===== src/sv/u8xn_pkg.sv =====
package u8xn_pkg;

    localparam int CpWidth = 21;

    // result status codes
    localparam logic [2:0] ST_OK       = 3'd0;
    localparam logic [2:0] ST_BAD_LEAD = 3'd1;
    localparam logic [2:0] ST_BAD_CONT = 3'd2;
    localparam logic [2:0] ST_NUL      = 3'd3;
    localparam logic [2:0] ST_TRUNC    = 3'd4;

    // one step of the decoder, handed to the output register
    typedef struct packed {
        logic               emit;
        logic [CpWidth-1:0] code_point;
        logic [2:0]         seq_bytes;
        logic [2:0]         status;
        logic               name_start_ok;
        logic               name_char_ok;
    } u8xn_result_t;

endpackage


===== src/sv/u8xn_byte_if.sv =====
interface u8xn_byte_if;
    logic       valid;
    logic       ready;
    logic [7:0] byte_in;
    logic       buffer_end;

    modport source (output valid, output byte_in, output buffer_end, input ready);
    modport sink   (input valid, input byte_in, input buffer_end, output ready);
endinterface


===== src/sv/u8xn_result_if.sv =====
interface u8xn_result_if;
    logic        valid;
    logic        ready;
    logic [20:0] code_point;
    logic [2:0]  seq_bytes;
    logic [2:0]  status;
    logic        name_start_ok;
    logic        name_char_ok;

    modport source (output valid, output code_point, output seq_bytes, output status,
                    output name_start_ok, output name_char_ok, input ready);
    modport sink   (input valid, input code_point, input seq_bytes, input status,
                    input name_start_ok, input name_char_ok, output ready);
endinterface


===== src/sv/utf8_decode_xml_name_class.sv =====
// An accepted byte beat passes through the input register, then is decoded into
// the result register, which drives out_chan.
// One byte per cycle while results are taken; decoder state updates with each byte.
// Bytes that leave a sequence open produce no result beat.
// Reset (rst_n low, asynchronous) empties both registers and returns the decoder to idle.
module utf8_decode_xml_name_class
    import u8xn_pkg::*;
(
    input  logic          clk,
    input  logic          rst_n,
    u8xn_byte_if.sink     in_chan,
    u8xn_result_if.source out_chan
);

    logic         s1_valid;
    logic [7:0]   s1_byte;
    logic         s1_last;
    logic         advance;
    u8xn_result_t res;

    logic         out_valid_reg;
    logic         out_valid_next;
    u8xn_result_t out_reg;

    assign advance = s1_valid && (!out_valid_reg || out_chan.ready);

    u8xn_in_stage u_in_stage
    (
        .clk     (clk),
        .rst_n   (rst_n),
        .in_chan (in_chan),
        .advance (advance),
        .valid   (s1_valid),
        .byte_q  (s1_byte),
        .last_q  (s1_last)
    );

    u8xn_decode u_decode
    (
        .clk    (clk),
        .rst_n  (rst_n),
        .fire   (advance),
        .byte_q (s1_byte),
        .last_q (s1_last),
        .res    (res)
    );

    always_comb
    begin
        if (advance)
            out_valid_next = res.emit;
        else
            out_valid_next = out_valid_reg && !out_chan.ready;
    end

    always_ff @(posedge clk or negedge rst_n)
    begin
        if (!rst_n)
            out_valid_reg <= 1'b0;
        else
            out_valid_reg <= out_valid_next;
    end

    always_ff @(posedge clk)
    begin
        if (advance && res.emit)
            out_reg <= res;
    end

    assign out_chan.valid         = out_valid_reg;
    assign out_chan.code_point    = out_reg.code_point;
    assign out_chan.seq_bytes     = out_reg.seq_bytes;
    assign out_chan.status        = out_reg.status;
    assign out_chan.name_start_ok = out_reg.name_start_ok;
    assign out_chan.name_char_ok  = out_reg.name_char_ok;

    a_stall_blocks_input : assert property (@(posedge clk) disable iff (!rst_n)
        s1_valid && out_valid_reg && !out_chan.ready |-> !in_chan.ready)
        else $error("input taken while the pipeline is stalled");

    a_error_fields_zero : assert property (@(posedge clk) disable iff (!rst_n)
        out_valid_reg && out_reg.status != ST_OK |->
            out_reg.code_point == '0 && out_reg.seq_bytes == 3'd0 &&
            !out_reg.name_start_ok && !out_reg.name_char_ok)
        else $error("error beat carries a code point");

endmodule


===== src/sv/u8xn_in_stage.sv =====
module u8xn_in_stage
(
    input  logic       clk,
    input  logic       rst_n,
    u8xn_byte_if.sink  in_chan,
    input  logic       advance,
    output logic       valid,
    output logic [7:0] byte_q,
    output logic       last_q
);

    logic       valid_reg;
    logic       valid_next;
    logic [7:0] byte_reg;
    logic       last_reg;
    logic       take;

    assign in_chan.ready = !valid_reg || advance;
    assign take          = in_chan.valid && in_chan.ready;

    always_comb
    begin
        if (take)
            valid_next = 1'b1;
        else if (advance)
            valid_next = 1'b0;
        else
            valid_next = valid_reg;
    end

    always_ff @(posedge clk or negedge rst_n)
    begin
        if (!rst_n)
            valid_reg <= 1'b0;
        else
            valid_reg <= valid_next;
    end

    always_ff @(posedge clk)
    begin
        if (take)
        begin
            byte_reg <= in_chan.byte_in;
            last_reg <= in_chan.buffer_end;
        end
    end

    assign valid  = valid_reg;
    assign byte_q = byte_reg;
    assign last_q = last_reg;

endmodule


===== src/sv/u8xn_classify.sv =====
module u8xn_classify
    import u8xn_pkg::*;
(
    input  logic [CpWidth-1:0] cp,
    output logic               start_ok,
    output logic               char_ok
);

    function automatic logic in_span(input logic [CpWidth-1:0] v,
                                     input logic [CpWidth-1:0] lo,
                                     input logic [CpWidth-1:0] hi);
        return (v >= lo) && (v <= hi);
    endfunction

    always_comb
    begin
        start_ok = (cp == 21'h3A) || in_span(cp, 21'h41, 21'h5A) || (cp == 21'h5F) ||
                   in_span(cp, 21'h61, 21'h7A) || in_span(cp, 21'hC0, 21'hD6) ||
                   in_span(cp, 21'hD8, 21'hF6) || in_span(cp, 21'hF8, 21'h2FF) ||
                   in_span(cp, 21'h370, 21'h37D) || in_span(cp, 21'h37F, 21'h1FFF) ||
                   in_span(cp, 21'h200C, 21'h200D) || in_span(cp, 21'h2070, 21'h218F) ||
                   in_span(cp, 21'h2C00, 21'h2FEF) || in_span(cp, 21'h3001, 21'hD7FF) ||
                   in_span(cp, 21'hF900, 21'hFDCF) || in_span(cp, 21'hFDF0, 21'hFFFD) ||
                   in_span(cp, 21'h10000, 21'hEFFFF);
        char_ok  = start_ok || (cp == 21'h2D) || (cp == 21'h2E) ||
                   in_span(cp, 21'h30, 21'h39) || (cp == 21'hB7) ||
                   in_span(cp, 21'h300, 21'h36F) || in_span(cp, 21'h203F, 21'h2040);
    end

endmodule


===== src/sv/u8xn_decode.sv =====
module u8xn_decode
    import u8xn_pkg::*;
(
    input  logic         clk,
    input  logic         rst_n,
    input  logic         fire,
    input  logic [7:0]   byte_q,
    input  logic         last_q,
    output u8xn_result_t res
);

    logic [1:0]         pending_reg;
    logic [1:0]         pending_next;
    logic [CpWidth-1:0] partial_reg;
    logic [CpWidth-1:0] partial_next;
    logic [2:0]         seq_len_reg;
    logic [2:0]         seq_len_next;

    logic [CpWidth-1:0] shifted;
    logic [1:0]         pending_dec;
    logic               emit;
    logic [2:0]         status;
    logic [CpWidth-1:0] cp;
    logic [2:0]         len;
    logic               ok;
    logic               start_ok;
    logic               char_ok;

    assign shifted     = {partial_reg[CpWidth-7:0], byte_q[5:0]};
    assign pending_dec = pending_reg - 2'd1;

    always_comb
    begin
        emit         = 1'b0;
        status       = ST_OK;
        cp           = '0;
        len          = 3'd0;
        pending_next = pending_reg;
        partial_next = partial_reg;
        seq_len_next = seq_len_reg;

        if (pending_reg == 2'd0)
        begin
            if (byte_q == 8'h00)
            begin
                emit   = 1'b1;
                status = ST_NUL;
            end
            else if (!byte_q[7])
            begin
                emit   = 1'b1;
                status = ST_OK;
                cp     = {13'd0, byte_q};
                len    = 3'd1;
            end
            else if (byte_q[7:5] == 3'b110 || byte_q[7:4] == 4'b1110 ||
                     byte_q[7:3] == 5'b11110)
            begin
                if (last_q)
                begin
                    emit   = 1'b1;
                    status = ST_TRUNC;
                end
                else if (byte_q[7:5] == 3'b110)
                begin
                    partial_next = {16'd0, byte_q[4:0]};
                    seq_len_next = 3'd2;
                    pending_next = 2'd1;
                end
                else if (byte_q[7:4] == 4'b1110)
                begin
                    partial_next = {17'd0, byte_q[3:0]};
                    seq_len_next = 3'd3;
                    pending_next = 2'd2;
                end
                else
                begin
                    partial_next = {18'd0, byte_q[2:0]};
                    seq_len_next = 3'd4;
                    pending_next = 2'd3;
                end
            end
            else
            begin
                emit   = 1'b1;
                status = ST_BAD_LEAD;
            end
        end
        else if (byte_q[7:6] != 2'b10)
        begin
            emit   = 1'b1;
            status = ST_BAD_CONT;
        end
        else if (pending_dec == 2'd0)
        begin
            emit   = 1'b1;
            status = ST_OK;
            cp     = shifted;
            len    = seq_len_reg;
        end
        else if (last_q)
        begin
            emit   = 1'b1;
            status = ST_TRUNC;
        end
        else
        begin
            partial_next = shifted;
            pending_next = pending_dec;
        end

        // every result leaves the decoder idle
        if (emit)
        begin
            pending_next = 2'd0;
            partial_next = '0;
            seq_len_next = 3'd0;
        end
    end

    assign ok = (status == ST_OK);

    u8xn_classify u_classify
    (
        .cp       (cp),
        .start_ok (start_ok),
        .char_ok  (char_ok)
    );

    always_comb
    begin
        res.emit          = emit;
        res.code_point    = cp;
        res.seq_bytes     = len;
        res.status        = status;
        res.name_start_ok = ok && start_ok;
        res.name_char_ok  = ok && char_ok;
    end

    always_ff @(posedge clk or negedge rst_n)
    begin
        if (!rst_n)
        begin
            pending_reg <= 2'd0;
            partial_reg <= '0;
            seq_len_reg <= 3'd0;
        end
        else if (fire)
        begin
            pending_reg <= pending_next;
            partial_reg <= partial_next;
            seq_len_reg <= seq_len_next;
        end
    end

    a_idle_after_emit : assert property (@(posedge clk) disable iff (!rst_n)
        fire && emit |=> pending_reg == 2'd0 && seq_len_reg == 3'd0)
        else $error("decoder not idle after a result");

    a_len_tracks_pending : assert property (@(posedge clk) disable iff (!rst_n)
        pending_reg != 2'd0 |-> seq_len_reg > {1'b0, pending_reg})
        else $error("sequence length does not cover pending bytes");

endmodule

===== src/flat_wrapper.sv =====
// flat-port wrapper written by rule: the top's interface ports become plain ports
module utf8_decode_xml_name_class_flat import u8xn_pkg::*;
  (clk, rst_n, in_chan_valid, in_chan_byte_in, in_chan_buffer_end, in_chan_ready, out_chan_valid, out_chan_code_point, out_chan_seq_bytes, out_chan_status, out_chan_name_start_ok, out_chan_name_char_ok, out_chan_ready);
  u8xn_byte_if in_chan_i ();
  u8xn_result_if out_chan_i ();
  input  logic clk;
  input  logic rst_n;
  input wire logic [$bits(in_chan_i.valid)-1:0] in_chan_valid;
  input wire logic [$bits(in_chan_i.byte_in)-1:0] in_chan_byte_in;
  input wire logic [$bits(in_chan_i.buffer_end)-1:0] in_chan_buffer_end;
  output wire logic [$bits(in_chan_i.ready)-1:0] in_chan_ready;
  output wire logic [$bits(out_chan_i.valid)-1:0] out_chan_valid;
  output wire logic [$bits(out_chan_i.code_point)-1:0] out_chan_code_point;
  output wire logic [$bits(out_chan_i.seq_bytes)-1:0] out_chan_seq_bytes;
  output wire logic [$bits(out_chan_i.status)-1:0] out_chan_status;
  output wire logic [$bits(out_chan_i.name_start_ok)-1:0] out_chan_name_start_ok;
  output wire logic [$bits(out_chan_i.name_char_ok)-1:0] out_chan_name_char_ok;
  input wire logic [$bits(out_chan_i.ready)-1:0] out_chan_ready;
  assign in_chan_i.valid = in_chan_valid;
  assign in_chan_i.byte_in = in_chan_byte_in;
  assign in_chan_i.buffer_end = in_chan_buffer_end;
  assign in_chan_ready = in_chan_i.ready;
  assign out_chan_valid = out_chan_i.valid;
  assign out_chan_code_point = out_chan_i.code_point;
  assign out_chan_seq_bytes = out_chan_i.seq_bytes;
  assign out_chan_status = out_chan_i.status;
  assign out_chan_name_start_ok = out_chan_i.name_start_ok;
  assign out_chan_name_char_ok = out_chan_i.name_char_ok;
  assign out_chan_i.ready = out_chan_ready;
  utf8_decode_xml_name_class u_core (.clk(clk), .rst_n(rst_n), .in_chan(in_chan_i), .out_chan(out_chan_i));
endmodule

===== config.mk =====
export PLATFORM = sky130hd
export DESIGN_NAME = utf8_decode_xml_name_class_flat
export DESIGN_NICKNAME = d
export VERILOG_FILES = /design/src/sv/u8xn_pkg.sv /design/src/sv/u8xn_byte_if.sv /design/src/sv/u8xn_result_if.sv /design/src/sv/utf8_decode_xml_name_class.sv /design/src/sv/u8xn_in_stage.sv /design/src/sv/u8xn_classify.sv /design/src/sv/u8xn_decode.sv /design/src/flat_wrapper.sv
export SDC_FILE = /design/constraint.sdc
export NUM_CORES = 1
export LEC_CHECK = 0
export BUFFER_PORTS_ARGS = -buffer_cell sky130_fd_sc_hd__buf_2
export CORE_ASPECT_RATIO = 1.1
export CORE_UTILIZATION = 50
export CTS_BUF_LIST = sky130_fd_sc_hd__clkbuf_4
export CTS_CLUSTER_SIZE = 30
export DETAILED_ROUTE_END_ITERATION = 10
export GPL_TIMING_DRIVEN = 1
export HOLD_SLACK_MARGIN = 0.02
export PLACE_DENSITY = 0.71
export SETUP_SLACK_MARGIN = 0.5
export SLEW_MARGIN = 20
export SYNTH_ARGS = -nofsm -noshare
export SYNTH_HDL_FRONTEND = slang
export SYNTH_HIERARCHICAL = 1
export SYNTH_SLANG_ARGS = --single-unit
export TNS_END_PERCENT = 20

===== constraint.sdc =====
create_clock -name clk -period 4.7 [get_ports clk]
set_input_delay 0.47 -clock clk [delete_from_list [all_inputs] [get_ports clk]]
set_output_delay 0.47 -clock clk [all_outputs]
set_load 0.02 [all_outputs]

==> summary.txt, run 1 <==
Yosys
  • Post-Syn Area: 0.00314 mm2
  • EDFF count, synth: 38
  • Synth unique cells: 66
  • Avg Inst Size Synth: 11.5 um2
  • Net Count, Synth: 286
  • Gate Count Post-Synth: around 270
  • Synth Flop Type: edfxtp_1
  • Ys async rst share: 36.7%
  • FF+latch count, synth: 60
  • Yosys warns: 6
  • Register area share after synthesis: a little over half

Finish
  • Syn-to-layout area delta: 11.2%
  • Register Area: around 0.0017 mm2
  • Max FFs per register: 21
  • Non-filler cells in the finished layout: between 300 and 400
  • Antenna Cells: 0
  • Fillcell total: 527
  • Final nets: 326
  • Most frequent cells in the layout: 43 x buf_2, 38 x edfxtp_1, 22 x dfrtp_1
  • Final core utilization: 59.0%
  • Commonest non-fill, non-tap cell in the layout: buf_2
  • Multi-input logic area: 0.00133 mm2
  • Finished Cell Area: between 0.003 and 0.004 mm2
  • Share of post-route cells with drive strength above 1: between 20% and 30%

Global route
  • Global route overflow: 0
  • Global-route wire length before repair: around 11000 um
  • Initial antenna violation count: 0
  • Vias in the first global route: 2270
  • Aggregate global-route resource usage: 22.5%
  • Largest net degree at the start of global routing: 30

Critical path
  • Worst setup path start: u_core/u_in_stage/byte_q[7]$_DFFE_PP_
  • Worst path bufs/invs: 0
  • Crit path max-delay family: simple AND/OR/NAND/NOR gates
  • Critical Path Stages: 11
  • Reg2reg start: u_core/u_in_stage/byte_q[7]$_DFFE_PP_
  • Crit end category: flop
  • CP Launch Type: flop
  • Critical path arrival: approximately 4 ns
  • CP cell instances: nor4_1 -> nand2_1 -> a21oi_2 -> nor2b_1 -> or4_4 -> nor4_2 -> o32ai_1 -> nor3_2 -> nand4_1 -> or4_1 -> nor3b_1
  • FF-to-FF path depth: 11
  • Critical path class: flop to flop
  • Slowest stage delay, CP: 0.60 ns
  • Crit-path max FO: 12
  • CP max stage cell: or4_4
  • Data required, critical path: 4.86 ns

CTS
  • CTS tree: done
  • Clock sink count: 60
  • Number of CTS-inserted buffers: 9
  • # H-tree levels: 3
  • Clock Latency Late Sink: about 0.42 ns
  • Maximum clock path buffer count: 2
  • Clk pin slew, worst setup/hold paths: 0.10 ns
  • Root Driver: clkbuf_4

Place
  • Dpl hpwl: 4690 um
  • Placed Area: 0.00337 mm2
  • Setup WS pre-CTS: 0.901 ns
  • PortBufs: 43
  • Placer Congestion: between 0.8 and 0.9
  • Placed cell count: 378

Floorplanning
  • Initial Utilization: between 50% and 60%
  • Top Ports: 44
  • Die area: 0.00659 mm2
  • Die Y: 85.1 um
  • Core footprint: 0.00591 mm2
  • Overall die width: 77.5 um
  • Site Rows: 29

STA
  • Setup-failing EPs final: 0
  • Part of the cycle the worst path needs: 83.1%
  • Final count of pins violating max slew: 0
  • Post-route worst setup slack: 0.795 ns
  • Final hold vios: 0
  • Worst Tran Pin Value: ~0.84 ns
  • Setup TNS: 0 ns
  • Fmax: 0.256 GHz
  • Relative slew slack: 43.9%
  • Clock skew: roughly 0.021 ns
  • Fin crit period: ~4 ns
  • Unrepaired setup endpoints after global routing: false

Outcome
  • Status: completed

Drt
  • Drt total wl: a little under 7000 um
  • DRC viols: 0
  • Iter 0 DRT Violations: 232
  • Final ANT Viol Nets: 0
  • Vias/cell: 6.33
  • Via count: 2500
  • Post-DR wirelength/cell: 17.3 um
  • DRT Pass-1 Iters: 7

Run
  • Max-cap violations: 0

Pwr
  • Power Density: 349 mW/mm2
  • VDD IR max: about 0.22 mV
  • Lkg Pwr: between 0.001 and 0.0015 uW

Worst hold path
  • Hold Crit Class: input port to flop
  • Hold path start: in_chan_buffer_end
  • Hold path depth: 1
-- stage by stage --
step                      hold WS [ns]  total power [uW]
after floorplan                  0.174               849
after global placement           0.456               916
final                            0.233              1220
after detailed placement         0.456               919
after CTS                        0.226              1230
after global routing             0.201              1280
-- final timing paths --
path / endpoint / slack (ns)
worst max-delay path: u_core/out_chan.name_char_ok$_DFFE_PP_ / 0.80
worst min-delay path: u_core/u_in_stage/last_q$_DFFE_PP_ / 0.23
worst max register to register: u_core/out_chan.name_char_ok$_DFFE_PP_ / 0.80
worst min register to register: u_core/u_decode/seq_len_reg[2]$_DFFE_PN0P_ / 0.50
max in group asynchronous: u_core/u_decode/partial_reg[0]$_DFFE_PN0P_ / 3.84
min in group asynchronous: u_core/out_chan.valid$_DFF_PN0_ / 0.53
-- cells by family (layout without fill, tap and decap cells) --
| group | Yosys count | after routing | share of synthesized area [%] |
|---|---|---|---|
| and+or+nand+nor | 128 | 128 | 26.5 |
| DFF | 60 | 60 | 53.9 |
| AOI/OAI and AO/OA | 58 | 58 | 14.4 |
| buffers and inverters | 23 | 68 | 3.79 |
| xor gates and xnor gates | 2 | 2 | 0.559 |
| muxes | 2 | 2 | 0.798 |
-- where the power goes --
part           switching, uW  internal [uW]
Clock                    204            106
Combinational            167           87.3
Sequential              30.2            624
-- timing repair --
action,4_1_cts,5_1_grt
gates resized for setup,0,0
hold buffers,1,0
endpoints found under the hold margin,16,0
buffers inserted,0,0
-- routing by layer --
metal / GRT usage, % / part of all wire, %
met2: 36.0 / 49
met4: 9.61 / 2.6
met1: 29.4 / 42
met5: 0 / 0
met3: 5.27 / 6.6
-- cell type report --
type	instances	share of cell area [%]
multi-input cells	190	38.0
inverters	5	0.538
well taps	77	2.76
repair buffers	47	7.10
flip-flops and latches	60	48.5
clock inverters	7	1.15
clock buffers	9	1.94
-- cell usage after synthesis (5+ instances only) --
library cell | number | share of area (%)
nand3b_1 | 5 | 1.2
nor2b_1 | 9 | 1.8
or4_1 | 6 | 1.4
nand2_1 | 16 | 1.9
a22o_1 | 11 | 3.1
nor3_1 | 6 | 0.96
nand4_1 | 10 | 2.0
nor4_1 | 7 | 1.4
o21ai_0 | 7 | 1.1
dfrtp_1 | 22 | 18
and2_1 | 17 | 3.4
nand3_1 | 6 | 0.96
clkbuf_1 | 9 | 1.1
nor2_1 | 12 | 1.4
edfxtp_1 | 38 | 36
a21oi_1 | 5 | 0.80
Power figures use the tool's default switching activity.
==> run 2: changes to the inputs <==
Settings changed: PLACE_DENSITY 0.71 to 0.74.
Clock period 4.7 ns to 3.16 ns, I/O delays scaled along.
==> run 2 against run 1 <==
Against the previous run:
- the flow now finishes with violations (setup timing)
- first-iteration DRC count decreased by 14%
- cell count up 14%
- setup slack worse by 0.92 ns
- flip-flop and latch count stayed put
- maximum frequency up 19%
- count of clock-buffer cells in the layout rose by 1
- sequential power grew 47%
- largest cell class unchanged
- largest power group unchanged
==> summary.txt, run 2 (synthesis gave the netlist of run 1 again) <==
Global route
  • Global route overflow: 0 (unchanged)
  • Global-route wire length before repair: 12400 um (was 11300 um)
  • Vias in the first global route: 2629 (was 2270)
  • Initial antenna violation count: 0 (unchanged)
  • Aggregate global-route resource usage: 24.8% (was 22.5%)
  • Largest net degree at the start of global routing: 30 (unchanged)

Drt
  • DRT Pass-1 Iters: 4 (was 7)
  • Via count: 2688 (was 2500)
  • Post-DR wirelength/cell: 16.9 um (was 17.3 um)
  • Drt total wl: 7640 um (was 6840 um)
  • DRC viols: 0 (unchanged)
  • Final ANT Viol Nets: 0 (unchanged)
  • Met2 WL: 3740 um (was 3330 um)
  • Iter 0 DRT Violations: 199 (was 232)
  • WL met3: 435 um (was 450 um)
  • Vias/cell: 5.95 (was 6.33)
  • DR top layer: met4 (unchanged)
  • Metal-1 WL: 3250 um (was 2880 um)

Finish
  • Fillcell total: 456 (was 527)
  • Share of post-route cells with drive strength above 1: 40.8% (was 26.4%)
  • Multi-input logic area: 0.00142 mm2 (was 0.00133 mm2)
  • Most frequent cells in the layout: 60 x buf_4, 43 x buf_2, 38 x edfxtp_1 (was 43 x buf_2, 38 x edfxtp_1, 22 x dfrtp_1)
  • Final nets: 383 (was 326)
  • Syn-to-layout area delta: 28.5% (was 11.2%)
  • Non-filler cells in the finished layout: 452 (was 395)
  • Commonest non-fill, non-tap cell in the layout: buf_4 (was buf_2)
  • Max FFs per register: 21 (unchanged)
  • Antenna Cells: 0 (unchanged)
  • Register Area: 0.00169 mm2 (unchanged)

Place
  • PortBufs: 43 (unchanged)
  • Placer Congestion: 0.981 (was 0.889)
  • Placed cell count: 435 (was 378)
  • Dpl hpwl: 5520 um (was 4690 um)

CTS
  • Clk pin slew, worst setup/hold paths: 0.11 ns (was 0.10 ns)
  • Number of CTS-inserted buffers: 9 (unchanged)
  • Maximum clock path buffer count: 2 (unchanged)
  • CTS tree: done (unchanged)
  • Clock sink count: 60 (unchanged)
  • Root Driver: clkbuf_4 (unchanged)
  • Clock Latency Late Sink: 0.42 ns (about the same)
  • # H-tree levels: 3 (unchanged)
  • Post-CTS Setup Bufs: 0 (unchanged)

Critical path
  • Critical path class: flop to flop (unchanged)
  • CP Launch Type: flop (unchanged)
  • Data required, critical path: 3.34 ns (was 4.86 ns)
  • Crit-path max FO: 6 (was 12)
  • Crit end category: flop (unchanged)
  • Critical path arrival: 3.47 ns (was 4.06 ns)

Outcome
  • Failing checks: setup timing
  • Status: finished with violations (was completed)

STA
  • Setup-failing EPs final: 2 (was 0)
  • Post-route worst setup slack: -0.128 ns (was 0.795 ns)
  • Hold slack final: 0.0680 ns (was 0.233 ns)
  • Clock skew: 0.0176 ns (was 0.0213 ns)
  • Final hold vios: 0 (unchanged)
  • Worst Tran Pin Value: 0.864 ns (was 0.839 ns)
  • Fmax: 0.304 GHz (was 0.256 GHz)
  • Fin crit period: 3.29 ns (was 3.90 ns)
  • Unrepaired setup endpoints after global routing: true (was false)
  • Part of the cycle the worst path needs: 104% (was 83.1%)
  • Final count of pins violating max slew: 0 (unchanged)
  • Relative slew slack: 42.3% (was 43.9%)

Floorplanning
  • Top Ports: 44 (unchanged)
  • Die area: 0.00659 mm2 (unchanged)
  • Initial Utilization: 53.0% (unchanged)
  • Site Rows: 29 (unchanged)
  • Core footprint: 0.00591 mm2 (unchanged)
  • Overall die width: 77.5 um (unchanged)
  • Die Y: 85.1 um (unchanged)

Pwr
  • Power Density: 486 mW/mm2 (was 349 mW/mm2)
  • Total Power: 1960 uW (was 1220 uW)
  • VDD IR max: 0.330 mV (was 0.223 mV)
  • Lkg Pwr: 0.00169 uW (was 0.00138 uW)

Worst hold path
  • Hold Crit Class: input port to flop (unchanged)

Run
  • Max-cap violations: 0 (unchanged)
==> run 2: cell types whose count changed in the layout (fill, tap and decap cells not counted), moves of 2 or more <==
cell      previous run  this run
o32ai_1              3         1
nor4_2               2         5
o32ai_2              0         2
buf_4                3        60
or4_1                6         3
or4_4                1         4
clkinv_1             2         4
nor4_1               7         3
==> run 2: worst paths after layout <==
kind | cells past startpoint | slack [ns] | endpoint | from
max | 11 | -0.13 | u_core/out_chan.name_char_ok$_DFFE_PP_ | u_core/u_in_stage/byte_q[5]$_DFFE_PP_
min | 1 | 0.07 | u_core/u_in_stage/last_q$_DFFE_PP_ | in_chan_buffer_end
max reg2reg | 11 | -0.13 | u_core/out_chan.name_char_ok$_DFFE_PP_ | u_core/u_in_stage/byte_q[5]$_DFFE_PP_
min reg2reg | 1 | 0.50 | u_core/u_decode/seq_len_reg[2]$_DFFE_PN0P_ | u_core/u_decode/seq_len_reg[2]$_DFFE_PN0P_
max in group asynchronous | 2 | 2.46 | u_core/u_decode/partial_reg[6]$_DFFE_PN0P_ | rst_n
min in group asynchronous | 2 | 0.37 | u_core/u_decode/partial_reg[9]$_DFFE_PN0P_ | rst_n
==> run 2: layout make-up <==
cell class,count,area share [%]
sequential,60,42.0
clock inverter,6,1.33
clock buffer,10,1.86
tap,77,2.39
multi-input combinational,190,35.2
inverter,5,0.466
timing repair buffer,104,16.8
==> run 2: metal layers <==
metal,global-route usage (%),vias to the layer above
met3,5.27,23
met5,0,-
met4,12.9,0
li1,-,1261
met2,41.4,115
met1,30.4,1289
==> run 2: critical path, stage by stage (launching register included) <==
cell and delay [ns]:
edfxtp_1 0.41, nor4_2 0.31, nand2_1 0.15, a21oi_4 0.22, nor2b_1 0.10, or4_4 0.56
o211ai_1 0.19, a2111oi_0 0.09, a211oi_1 0.19, nand4_1 0.16, or4_4 0.54, nor3b_1 0.15
==> run 2: power by group <==
| group | total (uW) | switching [uW] | internal, uW | leakage, uW |
|---|---|---|---|---|
| Combinational | 468 | 288 | 180 | 0.000941 |
| Sequential | 962 | 33.8 | 928 | 0.000673 |
| Clock | 531 | 288 | 244 | 0.0000738 |
==> run 2: repair_timing <==
action / in CTS / in global routing
hold buffers: 1 / 0
setup endpoints to repair: 2 / 2
hold endpoints to repair: 22 / 0
gates resized for setup: 11 / 6
pin swaps: 8 / 2
==> run 2: metrics by stage <==
stage,util (%),setup WS (ns),TNS (ns),cell area [um2]
after floorplan,-,-0.0911,-0.0911,3140
after CTS,67.7,-0.121,-0.206,4000
after detailed placement,64.2,-0.313,-0.402,3800
final,68.2,-0.128,-0.132,4030
after global placement,64.2,-0.102,-0.182,3800
after global routing,68.2,-0.278,-0.406,4030
==> run 3: changes to the inputs <==
Settings changed: CORE_UTILIZATION 50 to 40, PLACE_DENSITY 0.74 to default.
==> run 3 against run 2 <==
Against the previous run:
- the flow still finishes with violations (setup timing)
- cell area rose by 2.4%
- count of clock-buffer cells in the layout is the same
- sequential share of layout area decreased by 0.99 points
- highest routed layer unchanged
- largest cell class unchanged
- die area rose by 24%
- non-clock buffer count is 5 higher
- register-to-register slack barely moved
- worst hold slack better by 0.0031 ns
==> summary.txt, run 3 (synthesis gave the netlist of run 1 again) <==
Outcome
  • Status: finished with violations (unchanged)
  • Failing checks: setup timing (unchanged)

Global route
  • Vias in the first global route: 2587 (was 2629)
  • Initial antenna violation count: 0 (unchanged)
  • Global-route wire length before repair: 12700 um (was 12400 um)
  • Largest net degree at the start of global routing: 23 (was 30)
  • Aggregate global-route resource usage: 20.8% (was 24.8%)
  • Global route overflow: 0 (unchanged)

CTS
  • Clock sink count: 60 (unchanged)
  • Clock Latency Late Sink: 0.41 ns (was 0.42 ns)
  • Number of CTS-inserted buffers: 9 (unchanged)
  • Root Driver: clkbuf_4 (unchanged)
  • # H-tree levels: 3 (unchanged)
  • Maximum clock path buffer count: 2 (unchanged)
  • Clk pin slew, worst setup/hold paths: 0.12 ns (was 0.11 ns)
  • CTS tree: done (unchanged)

Pwr
  • Comb power frac: 24.4% (was 23.9%)
  • Clk pwr share: 27.8% (was 27.1%)
  • VDD IR max: 0.364 mV (was 0.330 mV)
  • Power Density: 487 mW/mm2 (was 486 mW/mm2)
  • Sw frac: 31.5% (was 31.1%)
  • P_int: 1380 uW (was 1350 uW)
  • Net Switching: 634 uW (was 609 uW)
  • Share of power burned in registers: 47.8% (was 49.0%)
  • Lkg Pwr: 0.00171 uW (was 0.00169 uW)

STA
  • Part of the cycle the worst path needs: 104% (about the same)
  • Final count of pins violating max slew: 0 (unchanged)
  • Worst Tran Pin Value: 0.538 ns (was 0.864 ns)
  • Relative slew slack: 63.9% (was 42.3%)
  • Setup-failing EPs final: 2 (unchanged)
  • Unrepaired setup endpoints after global routing: true (unchanged)
  • Fmax: 0.303 GHz (was 0.304 GHz)
  • Fin crit period: 3.30 ns (was 3.29 ns)
  • Clock skew: 0.0197 ns (was 0.0176 ns)
  • Post-route worst setup slack: -0.140 ns (was -0.128 ns)
  • Hold slack final: 0.0711 ns (was 0.0680 ns)
  • Final hold vios: 0 (unchanged)

Finish
  • Max FFs per register: 21 (unchanged)
  • Finished Cell Area: 0.00413 mm2 (was 0.00403 mm2)
  • Non-filler cells in the finished layout: 486 (was 452)
  • Antenna Cells: 0 (unchanged)
  • Most frequent cells in the layout: 64 x buf_4, 43 x buf_2, 38 x edfxtp_1 (was 60 x buf_4, 43 x buf_2, 38 x edfxtp_1)
  • Syn-to-layout area delta: 31.6% (was 28.5%)
  • Final core utilization: 54.9% (was 68.2%)
  • Final nets: 389 (was 383)
  • Share of post-route cells with drive strength above 1: 43.0% (was 40.8%)
  • Commonest non-fill, non-tap cell in the layout: buf_4 (unchanged)

Drt
  • Drt total wl: 7920 um (was 7640 um)
  • Post-DR wirelength/cell: 16.3 um (was 16.9 um)
  • Final ANT Viol Nets: 0 (unchanged)
  • Via count: 2666 (was 2688)
  • Metal-1 WL: 3410 um (was 3250 um)
  • Vias/cell: 5.49 (was 5.95)
  • DRC viols: 0 (unchanged)
  • WL met3: 410 um (was 435 um)
  • DR top layer: met4 (unchanged)
  • DRT Pass-1 Iters: 4 (unchanged)
  • Iter 0 DRT Violations: 206 (was 199)
  • Met2 WL: 3830 um (was 3740 um)

Worst hold path
  • Hold path start: in_chan_byte_in[2] (was in_chan_buffer_end)
  • Hold Path End: u_core/u_in_stage/byte_q[2]$_DFFE_PP_ (was u_core/u_in_stage/last_q$_DFFE_PP_)
  • Hold path depth: 1 (unchanged)
  • Hold Crit Class: input port to flop (unchanged)

Critical path
  • Critical path arrival: 3.48 ns (was 3.47 ns)
  • CP Launch Type: flop (unchanged)
  • Reg2reg end: u_core/out_chan.name_char_ok$_DFFE_PP_ (unchanged)
  • Crit end category: flop (unchanged)
  • Data required, critical path: 3.34 ns (about the same)
  • Worst setup path start: u_core/u_in_stage/byte_q[7]$_DFFE_PP_ (was u_core/u_in_stage/byte_q[5]$_DFFE_PP_)
  • Crit-path max FO: 5 (was 6)
  • Reg2reg start: u_core/u_in_stage/byte_q[7]$_DFFE_PP_ (was u_core/u_in_stage/byte_q[5]$_DFFE_PP_)
  • Critical path class: flop to flop (unchanged)
  • FF-to-FF path depth: 13 (was 11)
  • R2R setup slack: -0.14 ns (was -0.13 ns)

Place
  • Placed Area: 0.00381 mm2 (was 0.00380 mm2)
  • Placed cell count: 460 (was 435)
  • Setup WS pre-CTS: -0.192 ns (was -0.313 ns)
  • Dpl hpwl: 5620 um (was 5520 um)
  • Placer Congestion: 0.909 (was 0.981)
  • PortBufs: 43 (unchanged)

Run
  • Max-cap violations: 0 (unchanged)

Floorplanning
  • Overall die width: 86.4 um (was 77.5 um)
  • Die area: 0.00820 mm2 (was 0.00659 mm2)
  • Top Ports: 44 (unchanged)
  • Core footprint: 0.00751 mm2 (was 0.00591 mm2)
  • Initial Utilization: 41.7% (was 53.0%)
  • Site Rows: 33 (was 29)
  • Die Y: 94.9 um (was 85.1 um)
-- run 3: cell types whose count changed in the layout (fill, tap and decap cells not counted), moves of 2 or more --
cell / previous run / this run
inv_4: 2 / 0
clkinv_1: 4 / 1
buf_4: 60 / 64
or4_4: 4 / 6
or4_1: 3 / 1
-- run 3: metal layers --
metal  track usage [%]  vias up
met3              5.16       21
li1                  -     1277
met2              34.8       96
met4              10.4        0
met5                 0        -
met1              24.8     1272
-- run 3: per-stage QoR --
step | TNS (ns) | power [uW]
6_report | -0.236 | 2010
3_5_place_dp | -0.280 | 1430
5_1_grt | -0.533 | 2110
2_1_floorplan | -0.0911 | 1260
4_1_cts | -0.184 | 2010
3_3_place_gp | -0.271 | 1420
-- run 3: what timing repair did --
| item | CTS | global route |
|---|---|---|
| hold endpoints to repair | 22 | 0 |
| hold buffers | 1 | 0 |
| setup buffers | 6 | 2 |
| resized for setup | 13 | 7 |
| setup endpoints to repair | 2 | 2 |
| cloned | 1 | 0 |
| pin swaps | 8 | 8 |
-- run 3: worst max-delay path by stage --
stage / to / slack [ns] / cells after the start
final: u_core/out_chan.name_char_ok$_DFFE_PP_ / -0.14 / 13
after global routing: u_core/out_chan.name_char_ok$_DFFE_PP_ / -0.29 / 11
after CTS: u_core/out_chan.name_char_ok$_DFFE_PP_ / -0.1 / 11
after detailed placement: u_core/out_chan.name_char_ok$_DFFE_PP_ / -0.19 / 11
after global placement: u_core/out_chan.name_start_ok$_DFFE_PP_ / -0.15 / 12
after floorplan: u_core/out_chan.name_char_ok$_DFFE_PP_ / -0.09 / 12
-- run 3: power groups by stage --
stage	sequential, uW	combinational, uW	clock (uW)
finish	960	491	560
CTS	960	482	573
global route	968	531	607
detailed placement	975	453	0
floorplan	1040	224	0
global placement	972	451	0
-- run 3: area by class of cell --
cell class	count	area, um2
fillers	718	3390
flip-flops and latches	60	1690
multi-input cells	191	1430
repair buffers	109	717
well taps	105	131
clock buffers	10	75.1
clock inverters	6	63.8
inverters	5	18.8
-- run 3: critical path: stages, from the launching register on --
cell      delay [ns]
edfxtp_1        0.42
buf_4           0.17
nand3b_1        0.10
buf_4           0.13
nor2_4          0.06
buf_4           0.16
and2_1          0.17
or4_4           0.55
nor4_4          0.27
o32ai_2         0.12
nor3_2          0.11
nand4_1         0.14
or4_4           0.54
nor3b_1         0.15
